`src/design/hst_pkg.sv`:
```
// shared types, constants and character tables for the handler number text scanner
package hst_pkg;

  localparam int NUMBER_BITS_DEFAULT = 16;
  localparam int QUEUE_DEPTH_DEFAULT = 4;
  localparam int HANDLER_BITS        = 16;

  localparam logic [31:0] PRODUCT_CODE_RESET = 32'h3032_6561;

  localparam logic [3:0] ID_TERM_LEN    = 4'd12;
  localparam logic [3:0] EVENT_TERM_LEN = 4'd5;

  localparam logic [7:0] CHAR_I       = 8'h49;
  localparam logic [7:0] CHAR_H       = 8'h48;
  localparam logic [7:0] CHAR_NEWLINE = 8'h0a;
  localparam logic [7:0] CHAR_0       = 8'h30;
  localparam logic [7:0] CHAR_9       = 8'h39;

  localparam logic REG_PRODUCT_CODE = 1'b0;

  typedef enum logic [1:0] {
    MODE_IGNORE = 2'd0,
    MODE_ID     = 2'd1,
    MODE_EVENT  = 2'd2
  } search_mode_t;

  typedef struct packed {
    logic                    found;
    logic [HANDLER_BITS-1:0] handler_number;
  } result_t;

  // expected character of "Product=" followed by the configured code
  function automatic logic [7:0] id_char(input logic [3:0] pos, input logic [31:0] code);
    logic [7:0] ch;
    case (pos)
      4'd0: ch = 8'h50;
      4'd1: ch = 8'h72;
      4'd2: ch = 8'h6f;
      4'd3: ch = 8'h64;
      4'd4: ch = 8'h75;
      4'd5: ch = 8'h63;
      4'd6: ch = 8'h74;
      4'd7: ch = 8'h3d;
      4'd8: ch = code[31:24];
      4'd9: ch = code[23:16];
      4'd10: ch = code[15:8];
      4'd11: ch = code[7:0];
      default: ch = 8'h00;
    endcase
    return ch;
  endfunction

  // expected character of "event"
  function automatic logic [7:0] event_char(input logic [2:0] pos);
    logic [7:0] ch;
    case (pos)
      3'd0: ch = 8'h65;
      3'd1: ch = 8'h76;
      3'd2: ch = 8'h65;
      3'd3: ch = 8'h6e;
      3'd4: ch = 8'h74;
      default: ch = 8'h00;
    endcase
    return ch;
  endfunction

endpackage

```
`src/design/handler_number_text_scanner_top.sv`:
```
// top level: stream ports, configuration register, scanner front and result queue
// result path: a result is registered in the result queue as its byte is taken, then offered on the master side
// throughput: one byte per cycle; input stalls only while the result queue is full
// queue depth (QUEUE_DEPTH) sets how many results may wait for the downstream side
// reset: synchronous, active high; clears scanner state and queue, code to "02ea"
module handler_number_text_scanner_top #(
  parameter int NUMBER_BITS = hst_pkg::NUMBER_BITS_DEFAULT,
  parameter int QUEUE_DEPTH = hst_pkg::QUEUE_DEPTH_DEFAULT
) (
  input  logic        clk,
  input  logic        rst,
  input  logic        s_axis_tvalid,
  output logic        s_axis_tready,
  input  logic [7:0]  s_axis_tdata,  // text_byte
  input  logic        s_axis_tlast,  // end_of_text
  output logic        m_axis_tvalid,
  input  logic        m_axis_tready,
  output logic [15:0] m_axis_tdata,  // handler_number
  output logic        m_axis_tuser,  // found
  input  logic        psel,
  input  logic        penable,
  input  logic        pwrite,
  input  logic [2:0]  paddr,
  input  logic [31:0] pwdata,
  output logic [31:0] prdata,
  output logic        pready
);
  import hst_pkg::*;

  logic [31:0] product_code;
  logic        in_fire;
  logic        queue_full;
  logic        result_valid;
  result_t     result;
  result_t     out_data;

  assign pready = 1'b1;
  assign prdata = (paddr[2] == REG_PRODUCT_CODE) ? product_code : 32'd0;

  always_ff @(posedge clk) begin
    if (rst) begin
      product_code <= PRODUCT_CODE_RESET;
    end else if (psel && penable && pwrite && pready && paddr[2] == REG_PRODUCT_CODE) begin
      product_code <= pwdata;
    end
  end

  assign s_axis_tready = !queue_full;
  assign in_fire       = s_axis_tvalid && s_axis_tready;

  hst_front #(
    .NUMBER_BITS(NUMBER_BITS)
  ) u_front (
    .clk          (clk),
    .rst          (rst),
    .in_fire      (in_fire),
    .text_byte    (s_axis_tdata),
    .end_of_text  (s_axis_tlast),
    .product_code (product_code),
    .result_valid (result_valid),
    .result       (result)
  );

  hst_queue #(
    .DEPTH(QUEUE_DEPTH)
  ) u_queue (
    .clk       (clk),
    .rst       (rst),
    .push      (result_valid),
    .push_data (result),
    .full      (queue_full),
    .pop_valid (m_axis_tvalid),
    .pop_ready (m_axis_tready),
    .pop_data  (out_data)
  );

  assign m_axis_tdata = out_data.handler_number;
  assign m_axis_tuser = out_data.found;

endmodule

```
`src/design/hst_front.sv`:
```
// front part: line classification, term matching and digit accumulation per byte
module hst_front #(
  parameter int NUMBER_BITS = hst_pkg::NUMBER_BITS_DEFAULT
) (
  input  logic             clk,
  input  logic             rst,
  input  logic             in_fire,
  input  logic [7:0]       text_byte,
  input  logic             end_of_text,
  input  logic [31:0]      product_code,
  output logic             result_valid,
  output hst_pkg::result_t result
);
  import hst_pkg::*;

  localparam int PROD_BITS = NUMBER_BITS + 4;

  logic                   at_line_start, at_line_start_next;
  search_mode_t           search_mode, search_mode_next;
  logic [3:0]             match_position, match_position_next;
  logic                   id_seen, id_seen_next;
  logic [NUMBER_BITS-1:0] number_accumulator, number_accumulator_next;
  logic                   already_reported, already_reported_next;

  logic [PROD_BITS-1:0]   acc_ext;
  logic [PROD_BITS-1:0]   acc_prod;
  logic [3:0]             digit;
  logic                   is_digit;
  logic                   report;
  logic                   run_started;
  logic [31:0]            number_wide;
  search_mode_t           mode_cur;

  assign digit    = 4'(text_byte - CHAR_0);
  assign acc_ext  = PROD_BITS'(number_accumulator);
  assign acc_prod = (acc_ext << 3) + (acc_ext << 1) + PROD_BITS'(digit);

  always_comb begin
    at_line_start_next      = at_line_start;
    search_mode_next        = search_mode;
    match_position_next     = match_position;
    id_seen_next            = id_seen;
    number_accumulator_next = number_accumulator;
    already_reported_next   = already_reported;
    report                  = 1'b0;
    run_started             = 1'b0;
    result_valid            = 1'b0;
    mode_cur                = search_mode;
    is_digit                = text_byte inside {[CHAR_0:CHAR_9]};

    if (in_fire && !already_reported) begin
      if (at_line_start) begin
        if (text_byte == CHAR_I) begin
          mode_cur = MODE_ID;
        end else if (id_seen && text_byte == CHAR_H) begin
          mode_cur = MODE_EVENT;
        end else begin
          mode_cur = MODE_IGNORE;
        end
      end
      search_mode_next = mode_cur;

      case (mode_cur)
        MODE_ID: begin
          if (match_position < ID_TERM_LEN &&
              text_byte == id_char(match_position, product_code)) begin
            match_position_next = match_position + 4'd1;
          end else begin
            id_seen_next        = (match_position >= ID_TERM_LEN);
            search_mode_next    = (match_position >= ID_TERM_LEN) ? MODE_IGNORE : MODE_ID;
            match_position_next = 4'd0;
          end
        end
        MODE_EVENT: begin
          if (match_position < EVENT_TERM_LEN &&
              text_byte == event_char(match_position[2:0])) begin
            match_position_next = match_position + 4'd1;
          end else if (match_position >= EVENT_TERM_LEN) begin
            run_started = 1'b1;
            if (is_digit) begin
              if (|acc_prod[PROD_BITS-1:NUMBER_BITS]) begin
                number_accumulator_next = '1;
              end else begin
                number_accumulator_next = acc_prod[NUMBER_BITS-1:0];
              end
            end else begin
              report = 1'b1;
            end
          end else begin
            match_position_next = 4'd0;
          end
        end
        default: begin
        end
      endcase

      at_line_start_next = (text_byte == CHAR_NEWLINE);
      if (end_of_text && run_started) begin
        report = 1'b1;
      end
      if (report) begin
        already_reported_next = 1'b1;
      end
      result_valid = report || end_of_text;
    end

    number_wide           = 32'(number_accumulator_next);
    result.found          = report;
    result.handler_number = report ? number_wide[HANDLER_BITS-1:0] : '0;

    // re-arm after the last byte
    if (in_fire && end_of_text) begin
      at_line_start_next      = 1'b1;
      search_mode_next        = MODE_IGNORE;
      match_position_next     = 4'd0;
      id_seen_next            = 1'b0;
      number_accumulator_next = '0;
      already_reported_next   = 1'b0;
    end
  end

  always_ff @(posedge clk) begin
    if (rst) begin
      at_line_start      <= 1'b1;
      search_mode        <= MODE_IGNORE;
      match_position     <= 4'd0;
      id_seen            <= 1'b0;
      number_accumulator <= '0;
      already_reported   <= 1'b0;
    end else begin
      at_line_start      <= at_line_start_next;
      search_mode        <= search_mode_next;
      match_position     <= match_position_next;
      id_seen            <= id_seen_next;
      number_accumulator <= number_accumulator_next;
      already_reported   <= already_reported_next;
    end
  end

endmodule

```
`src/design/hst_queue.sv`:
```
// result queue between the scanner front and the output stream
module hst_queue #(
  parameter int DEPTH = hst_pkg::QUEUE_DEPTH_DEFAULT
) (
  input  logic             clk,
  input  logic             rst,
  input  logic             push,
  input  hst_pkg::result_t push_data,
  output logic             full,
  output logic             pop_valid,
  input  logic             pop_ready,
  output hst_pkg::result_t pop_data
);
  import hst_pkg::*;

  localparam int PTR_BITS = (DEPTH > 1) ? $clog2(DEPTH) : 1;
  localparam int CNT_BITS = $clog2(DEPTH + 1);

  result_t             mem [DEPTH];
  logic [PTR_BITS-1:0] wr_ptr;
  logic [PTR_BITS-1:0] rd_ptr;
  logic [CNT_BITS-1:0] count;
  logic                do_push;
  logic                do_pop;

  assign full      = (count == CNT_BITS'(DEPTH));
  assign pop_valid = (count != '0);
  assign pop_data  = mem[rd_ptr];
  assign do_push   = push && !full;
  assign do_pop    = pop_valid && pop_ready;

  always_ff @(posedge clk) begin
    if (do_push) begin
      mem[wr_ptr] <= push_data;
    end
  end

  always_ff @(posedge clk) begin
    if (rst) begin
      wr_ptr <= '0;
      rd_ptr <= '0;
      count  <= '0;
    end else begin
      if (do_push) begin
        wr_ptr <= (wr_ptr == PTR_BITS'(DEPTH - 1)) ? '0 : wr_ptr + 1'b1;
      end
      if (do_pop) begin
        rd_ptr <= (rd_ptr == PTR_BITS'(DEPTH - 1)) ? '0 : rd_ptr + 1'b1;
      end
      if (do_push && !do_pop) begin
        count <= count + 1'b1;
      end else if (!do_push && do_pop) begin
        count <= count - 1'b1;
      end
    end
  end

endmodule

```
`config.mk`:
```
export PLATFORM = sky130hd
export DESIGN_NAME = handler_number_text_scanner_top
export DESIGN_NICKNAME = d
export VERILOG_FILES = /design/src/design/hst_pkg.sv /design/src/design/handler_number_text_scanner_top.sv /design/src/design/hst_front.sv /design/src/design/hst_queue.sv
export SDC_FILE = /design/constraint.sdc
export NUM_CORES = 1
export LEC_CHECK = 0
export BUFFER_PORTS_ARGS = -buffer_cell sky130_fd_sc_hd__buf_4
export CELL_PAD_IN_SITES_DETAIL_PLACEMENT = 0
export CELL_PAD_IN_SITES_GLOBAL_PLACEMENT = 1
export CORE_UTILIZATION = 30
export CTS_CLUSTER_DIAMETER = 120
export CTS_CLUSTER_SIZE = 30
export DETAILED_ROUTE_END_ITERATION = 10
export PLACE_DENSITY = 0.64
export SKIP_LAST_GASP = 1
export SYNTH_ARGS = -nofsm -noshare
export SYNTH_HDL_FRONTEND = slang
export SYNTH_SLANG_ARGS = --single-unit
```
`constraint.sdc`:
```
create_clock -name clk -period 3 [get_ports clk]
set_input_delay 0.15 -clock clk [delete_from_list [all_inputs] [get_ports clk]]
set_output_delay 0.15 -clock clk [all_outputs]
set_load 0.01 [all_outputs]
```
==> results.json <==
{
  "netlist.top_cell.by_area": "sky130_fd_sc_hd__edfxtp_1",
  "dp.cells": 1123,
  "critical_path.max_fanout": 6,
  "design.die.area_sq_mm": 0.0246,
  "flip_flop_and_latch_count_after_synthesis": 134,
  "io-pin-count": 103,
  "drc_violations": 0,
  "critPathArrivalTime_ns": 3.22,
  "wl_per_cell_um": 16.2,
  "synth_top_cells_by_count": "88 x sky130_fd_sc_hd__nand2_1, 68 x sky130_fd_sc_hd__edfxtp_1, 66 x sky130_fd_sc_hd__dfxtp_1, 45 x sky130_fd_sc_hd__a21oi_1, 45 x sky130_fd_sc_hd__ha_1",
  "leakagePower_nw": 3.82,
  "numClockSinks": 134,
  "ys_dominant_reg_cell": "sky130_fd_sc_hd__edfxtp_1",
  "end_kind": "register",
  "synth.cell_area_sq_mm": 0.00720,
  "timing_worst_slew_pin_value_ns": 0.780,
  "cts_inserted_buffers": 17,
  "clk-insertion-delay-late_ns": 0.42,
  "min_period_over_period": 1.03,
  "synth_area_per_cell_sq_um": 10.5,
  "synth_cells": 684,
  "totalNegativeSetupSlack_ns": -4.16,
  "placementRows": 56,
  "nets": 963,
  "grt_pass1_wl_um": 30100,
  "synthToLayoutAreaGrowth_pct": 38.6,
  "dominant_cell_by_count_in_the_synthesized_netlist": "sky130_fd_sc_hd__nand2_1",
  "grt_util_all_layers": 0.161,
  "grt_setup_unrepaired": "true",
  "antenna_violating_nets_post_route": 0,
  "place.gp.congestion": 0.827,
  "drv_cap": 0,
  "crit_path_max_incr_delay_ns": 0.53,
  "r2r_cells": 12,
  "firstDrtPassIters": 5,
  "worst_path_dominant_cell_family": "adder cells",
  "tritoncts_clock_tree": "done",
  "clk_pin_slew_worst_paths_ns": 0.06,
  "synth_top_area_share": 0.284,
  "hpwlAfterDp_um": 13200,
  "port_buffers": 99,
  "fin_cells": 1196,
  "final-setup-viol-count": 77,
  "detailedRoute.firstIterationViolations": 251,
  "synth_enable_flop_cells": 68,
  "globalRouteOverflowTotal": 0,
  "via_count_of_the_routed_design": 5795,
  "slew_headroom": 0.477,
  "final-hold-violation-count": 0,
  "clock_path_buffers": 2,
  "first_global_vias": 5577,
  "width_of_the_chip_um": 157,
  "startpoint_type": "register",
  "path_buf_inv": 3,
  "cts_htree_levels": 4,
  "antenna_found_initial": 0,
  "highest_clock_rate_mhz": 323,
  "worst_path_max_delay_cell": "sky130_fd_sc_hd__fa_1",
  "finalWirelength_um": 19400,
  "layout-drive-gt1-share": 0.325,
  "outcome": "finished, violations left",
  "path_depth": 12,
  "worst-endpoint-required_ns": 3.13,
  "hold_path_depth": 3,
  "post_synth_net_total": 783,
  "async_reset_ff_frac": 0,
  "placeableCoreArea_sq_mm": 0.0235,
  "root_buffer": "sky130_fd_sc_hd__clkbuf_16",
  "worst_hold_path_type": "input port to register",
  "die_h_um": 157,
  "peakVddDrop_uv": 421,
  "via_per_inst": 4.85,
  "place_ws_ns": -0.186,
  "clock_skew_ns": 0.0134,
  "worst-setup-path-type": "register to register",
  "violations": "setup timing",
  "setup_slack_ns": -0.0917,
  "power_density_mw_per_mm2": 508,
  "initial_core_util": 0.307,
  "final.hold.worst_slack_ns": 0.0610,
  "insertedDiodeCount": 0,
  "yosys_warnings": 0,
  "cells_along_the_critical_path": "fa_1 -> inv_1 -> fa_2 -> nor2b_4 -> o31ai_4 -> a211o_1 -> a21o_1 -> a21bo_1 -> nor4_4 -> buf_4 -> buf_12 -> a211oi_2",
  "yosysSeqAreaShare": 0.467,
  "clock_period_minus_worst_slack_ns": 3.09,
  "maximum_number_of_pins_on_one_net_before_global_route_repair": 42,
  "timing.final.max_slew_violations": 0,
  "synthTopCellsByArea": "sky130_fd_sc_hd__edfxtp_1 28%, sky130_fd_sc_hd__dfxtp_1 18%, sky130_fd_sc_hd__ha_1 7.8%",
  "distinct_cell_type_count_after_synthesis": 71
}
==> area by class of cell <==
class                           count  area, sq um
Fill cell                        2291        13500
Timing Repair Buffer              202         1690
Clock inverter                     10          115
Inverter                           24         90.1
Clock buffer                       22          474
Tap cell                          319          399
Sequential cell                   134         3370
Multi-Input combinational cell    485         3830
==> flip-flops by register name, summed over array words and instances (netlist names), named ones only <==
name,count
u_front.already_reported,1
u_front.number_accumulator,16
u_front.match_position,4
u_front.at_line_start,1
u_queue.wr_ptr,2
u_front.search_mode,2
u_queue.mem,68
u_queue.count,3
u_queue.rd_ptr,2
u_front.id_seen,1
product_code,32
==> cell usage in the layout (no fill, tap or decap), types with 5 or more instances in the layout <==
master	synthesis	routed
sky130_fd_sc_hd__mux4_2	17	17
sky130_fd_sc_hd__mux2i_1	5	5
sky130_fd_sc_hd__dlygate4sd3_1	0	32
sky130_fd_sc_hd__edfxtp_1	68	68
sky130_fd_sc_hd__o22ai_1	5	5
sky130_fd_sc_hd__nand3_1	12	12
sky130_fd_sc_hd__or3_1	8	8
sky130_fd_sc_hd__o21ai_0	18	14
sky130_fd_sc_hd__ha_1	45	38
sky130_fd_sc_hd__inv_1	23	21
sky130_fd_sc_hd__xor2_1	13	13
sky130_fd_sc_hd__nand4_1	5	5
sky130_fd_sc_hd__xnor2_1	9	9
sky130_fd_sc_hd__nor3_1	7	7
sky130_fd_sc_hd__buf_6	4	6
sky130_fd_sc_hd__ha_2	0	5
sky130_fd_sc_hd__nor2b_1	34	34
sky130_fd_sc_hd__a211oi_4	0	8
sky130_fd_sc_hd__a21oi_1	45	44
sky130_fd_sc_hd__nand2_1	88	88
sky130_fd_sc_hd__nor4_1	7	7
sky130_fd_sc_hd__a211oi_2	3	25
sky130_fd_sc_hd__clkbuf_16	0	18
sky130_fd_sc_hd__nor2_1	41	41
sky130_fd_sc_hd__dfxtp_1	66	62
sky130_fd_sc_hd__a22o_1	6	6
sky130_fd_sc_hd__nand3b_1	14	14
sky130_fd_sc_hd__o21ai_1	3	6
sky130_fd_sc_hd__buf_4	2	158
==> timing repair <==
action | 4_1_cts | 5_1_grt
pin swaps | 3 | 10
hold buffers | 32 | 0
buffers inserted | 4 | 3
resized for setup | 21 | 51
endpoints found under the hold margin | 32 | 0
endpoints found under the setup margin | 74 | 84
gates cloned | 1 | 1
==> report_power, final <==
group | internal [mW] | switching (mW)
clock network | 1.30 | 0.811
logic | 0.469 | 0.439
registers | 2.00 | 0.0513
total | 3.77 | 1.30
==> metrics by stage <==
step                 util  power (mW)  cell area, sq um
floorplan               -        2.58              7230
global placement    0.369        2.96              8660
detailed placement  0.369        2.96              8660
CTS                 0.413        5.13              9690
global route        0.425        5.30              9970
finish              0.425        5.07              9970
==> kinds of logic after synthesis <==
family,after synthesis,synth area share
simple gates,229,0.158
xor+xnor,22,0.0268
buf+inv,65,0.0405
compound gates,162,0.158
other cells,1,0.000521
fa+ha+maj,48,0.0866
flops,134,0.467
mux,23,0.0622
==> worst reg2reg max path: stages, from the launching register on <==
cell                       delay (ns)
sky130_fd_sc_hd__dfxtp_2         0.32
sky130_fd_sc_hd__fa_1            0.53
sky130_fd_sc_hd__inv_1           0.06
sky130_fd_sc_hd__fa_2            0.37
sky130_fd_sc_hd__nor2b_4         0.15
sky130_fd_sc_hd__o31ai_4         0.07
sky130_fd_sc_hd__a211o_1         0.28
sky130_fd_sc_hd__a21o_1          0.16
sky130_fd_sc_hd__a21bo_1         0.19
sky130_fd_sc_hd__nor4_4          0.23
sky130_fd_sc_hd__buf_4           0.20
sky130_fd_sc_hd__buf_12          0.14
sky130_fd_sc_hd__a211oi_2        0.10
==> routing by layer <==
layer  global-route usage  part of all wire
met5                    0                 0
met4               0.0532            0.0096
met3               0.0350             0.036
met2                0.245              0.46
met1                0.224              0.49
==> final timing paths <==
path | startpoint | end | slack (ns)
max | u_front.number_accumulator[0]$_SDFF_PP0_ | u_queue.mem[1][14]$_DFFE_PP_ | -0.09
min | m_axis_tready | u_queue.rd_ptr[1]$_SDFFE_PP0P_ | 0.06
max reg2reg | u_front.number_accumulator[0]$_SDFF_PP0_ | u_queue.mem[1][14]$_DFFE_PP_ | -0.09
min reg2reg | product_code[16]$_SDFFE_PP0P_ | product_code[16]$_SDFFE_PP0P_ | 0.47
(Power assumes the default switching activity.)
